===== config.mk =====
export PLATFORM = sky130hd
export DESIGN_NAME = gmd_ram
export DESIGN_NICKNAME = d
export VERILOG_FILES = /design/src/design/gmd_ram.sv
export SDC_FILE = /design/constraint.sdc
export NUM_CORES = 1
export LEC_CHECK = 0
export ABC_CLOCK_PERIOD_IN_PS = 2840
export BUFFER_PORTS_ARGS = -buffer_cell sky130_fd_sc_hd__buf_2
export CORE_AREA = 2 2 188 190
export CTS_CLUSTER_DIAMETER = 200
export DETAILED_ROUTE_END_ITERATION = 12
export DIE_AREA = 0 0 190 192
export GPL_ROUTABILITY_DRIVEN = 0
export GPL_TIMING_DRIVEN = 0
export PLACE_DENSITY_LB_ADDON = 0.05
export SLEW_MARGIN = 10
export SYNTH_ARGS = -nofsm -noshare
export SYNTH_HDL_FRONTEND = slang
export SYNTH_SLANG_ARGS = --single-unit
export TNS_END_PERCENT = 10

===== constraint.sdc =====
create_clock -name clk -period 2.84 [get_ports clk]
set_input_delay 0.568 -clock clk [delete_from_list [all_inputs] [get_ports clk]]
set_output_delay 0.568 -clock clk [all_outputs]
set_load 0.005 [all_outputs]

===== src/design/gmd_ram.sv =====
// Simple dual-port synchronous RAM: one write port, one read port, registered read.
// Used for the grid cells and the coordinate stack; no package dependencies.
module gmd_ram #(
  parameter int AW = 8,
  parameter int DW = 2
) (
  input  logic          clk,
  input  logic          we,
  input  logic [AW-1:0] waddr,
  input  logic [DW-1:0] wdata,
  input  logic [AW-1:0] raddr,
  output logic [DW-1:0] rdata
);

  localparam int DEPTH = 1 << AW;

  logic [DW-1:0] mem [DEPTH];
  logic [DW-1:0] rdata_r;

  always_ff @(posedge clk) begin
    if (we) begin
      mem[waddr] <= wdata;
    end
  end

  always_ff @(posedge clk) begin
    rdata_r <= mem[raddr];
  end

  assign rdata = rdata_r;

endmodule


==> results.json <==
{
  "crit_buf_inv": 3,
  "hold_path_depth": 1,
  "clock-root-buffer": "clkbuf_16",
  "crit_family": "compound AO/OA/AOI/OAI gates",
  "synth-adder-area-share_pct": 0,
  "leakagePower_nw": 7.33,
  "finalNetCount": 1330,
  "synth_cell_types": 51,
  "ys_ff_latch": 514,
  "die_h_um": 192,
  "min_path_type": "input port to flop",
  "rows": 68,
  "drt_iter0_markers": 1851,
  "synth_nets": 1262,
  "setup_viol": 0,
  "async_flop_share_pct": 0,
  "hold_end": "mem[169][0]",
  "maxCapViolCount": 0,
  "multi_input_area_sq_um": 5350,
  "grt_max_degree": 162,
  "core_area_sq_um": 34300,
  "clk_latency_ps": 590,
  "crit_top_cell": "buf_2",
  "slowest_delay_ps": 750,
  "run_status": "finished clean",
  "crit_path_max_fanout": 10,
  "syn_area_per_cell_sq_um": 17.2,
  "power.share.clock_pct": 39.9,
  "die-area_sq_um": 36500,
  "period_minus_slack_ps": 2800,
  "grt_setup_unrepaired": "false",
  "numCtsBuffers": 51,
  "drcViolationCount": 0,
  "cp.arrival_ps": 3250,
  "fin_crit_sh_pct": 98.5,
  "grt-ovfl-total": 0,
  "crit_required_ps": 3300,
  "port_buffers": 12,
  "seqPwrFrac_pct": 54.1,
  "total_power_w": 0.0155,
  "min_from": "wdata[0]",
  "regArea_sq_um": 15400,
  "start_util_pct": 62.4,
  "clock_path_buffers": 3,
  "power.density_nw_per_um2": 656,
  "fmax_mhz": 358,
  "yosys.area_share.simple_pct": 6.76,
  "cp_slowest_cell": "a211oi_1",
  "slew_violations": 0,
  "tritoncts": "built",
  "synth-compound-area-share_pct": 3.86,
  "intPower_w": 0.0121,
  "h-tree-depth": 2,
  "clock_sinks": 514,
  "area_growth_pct": 10.3,
  "final_util_pct": 68.8,
  "synth_xor_area_share_pct": 0,
  "reg2reg_depth": 6,
  "track_usage_pct": 32.4,
  "critPathCaptureType": "flop",
  "yosysSeqAreaShare_pct": 72.1,
  "grt_pass1_vias": 12125,
  "peakVddDrop_uv": 536,
  "synth_area_sq_um": 21400,
  "slew_headroom_pct": 8.33,
  "drt_first_pass_iters": 6,
  "worstPathCellList": "buf_2, buf_2, clkbuf_2, mux4_2, a211oi_1, o31ai_1, o22ai_2, a311oi_2",
  "start_kind": "input port",
  "die_x_um": 190,
  "synth_top_family_by_area": "multiplexers",
  "drive_above_1_share_pct": 16.1,
  "synth_edf_count": 512,
  "via_per_inst": 6.74,
  "rrSetupSlack_ps": 330,
  "skew_ps": 8.73,
  "wl_per_cell_um": 31.6,
  "synthCells": 1242,
  "drt_wl_total_um": 56800,
  "crit_type": "input port to flop",
  "timing_hold_violations_final": 0,
  "ant_nets": 0,
  "muxShareOfSynthArea_pct": 14.4,
  "switchingPower_w": 0.00337,
  "grt_pass1_wl_um": 82000,
  "clkTransAtPathRegs_ps": 60,
  "ys.flop_type": "edfxtp_1",
  "ioPinCount": 22,
  "hold_slack_ps": 422,
  "pwr-share-comb_pct": 5.9,
  "regToRegEndpoint": "rdata[1]",
  "yosysWarnings": 0,
  "vias": 12130,
  "dp_hpwl_um": 36800,
  "p_sw_share_pct": 21.8,
  "timing.rr.start": "mem[43][1]",
  "tightest_slew_ps": 1380,
  "antenna_found_initial": 0,
  "fillers": 2251
}
-- metrics by stage --
step	TNS (ps)	worst slack, ps	std cells	area (sq um)
floorplan	0	510	1242	21400
CTS	0	95.4	1799	23600
global placement	-752340	-1470	1709	22000
detailed placement	-17480	-834	1711	22100
finish	0	43.8	1800	23600
global route	0	25.9	1799	23600
-- flip-flops by register name, summed over array words and instances, names as in the netlist --
name / count
mem: 512
rdata: 2
-- timing repair --
item                       4_1_cts  5_1_grt
pin swaps                        1        0
resized for setup                2        3
hold buffers                     0        0
hold endpoints to repair         0        0
setup endpoints to repair        2        2
setup buffers                    1        0
-- worst max-delay path by stage --
| stage | from | to | cells after the start |
|---|---|---|---|
| 6_report | raddr[3] | rdata[1] | 8 |
| 5_1_grt | raddr[0] | rdata[1] | 8 |
| 4_1_cts | raddr[3] | rdata[1] | 7 |
| 3_5_place_dp | raddr[3] | rdata[1] | 8 |
| 3_3_place_gp | wdata[0] | mem[48][0] | 1 |
| 2_1_floorplan | raddr[0] | rdata[0] | 8 |
-- cell families (layout without fill, tap and decap cells) --
kind of cell | count (synthesis) | in the layout
AOI/OAI and AO/OA | 107 | 107
buffers and inverters | 96 | 198
DFF | 514 | 514
muxes | 171 | 171
other | 0 | 1
and+or+nand+nor | 354 | 354
-- power by group through the flow --
stage	clock (W)	combinational [W]	sequential, W
5_1_grt	0.00647	0.000959	0.00837
6_report	0.00618	0.000920	0.00837
3_3_place_gp	0	0.000884	0.00855
3_5_place_dp	0	0.000904	0.00853
4_1_cts	0.00619	0.000906	0.00837
2_1_floorplan	0	0.000496	0.00853
-- area by class of cell --
type	instances	share of cell area, %
tap	455	2.41
inverter	6	0.0955
sequential	514	65.4
multi-input combinational	632	22.7
antenna	1	0.0106
timing repair buffer	15	0.605
clock buffer	67	5.75
buffer	90	2.53
clock inverter	20	0.536
-- metal layers --
| metal | vias up | track usage [%] | share of wire [%] |
|---|---|---|---|
| li1 | 5047 | - | - |
| met4 | 0 | 12.0 | 3.9 |
| met2 | 720 | 52.5 | 48 |
| met5 | - | 0 | 0 |
| met3 | 131 | 5.13 | 9.2 |
| met1 | 6232 | 45.2 | 38 |
-- placed cells by master, fill, tap and decap left out, drive strengths merged, types with 2 or more instances in the layout --
cell type,n
clkbuf,123
a31oi,2
a222oi,2
a21oi,9
o21ai,17
inv,9
a22oi,4
and2,3
mux2,8
o221ai,16
buf,49
a2111oi,8
nor2b,11
a22o,8
nand4,9
and2b,2
nand3,27
nand2b,2
a221o,2
a221oi,7
o2bb2ai,2
o31ai,4
mux4,102
nor2,268
a31o,2
edfxtp,512
a211oi,11
mux2i,61
dfxtp,2
o22ai,8
clkinv,16
nand2,29
o211ai,2
-- synth_stat cells (8+ instances only) --
cell type	number	share of area [%]
buf_12	8	0.75
a211oi_1	10	0.35
mux2_2	8	0.42
a22o_1	8	0.33
o221ai_1	16	0.66
nand2_1	29	0.51
a21oi_1	9	0.21
nand4_1	9	0.26
mux4_2	82	8.6
buf_6	10	0.53
mux2i_1	61	2.9
mux4_1	20	2.5
edfxtp_1	512	72
clkbuf_1	53	0.93
o21ai_0	10	0.23
nor2_1	268	4.7
buf_2	10	0.23
nor2b_1	11	0.32
nand3_1	27	0.63
(Power assumes the default switching activity.)
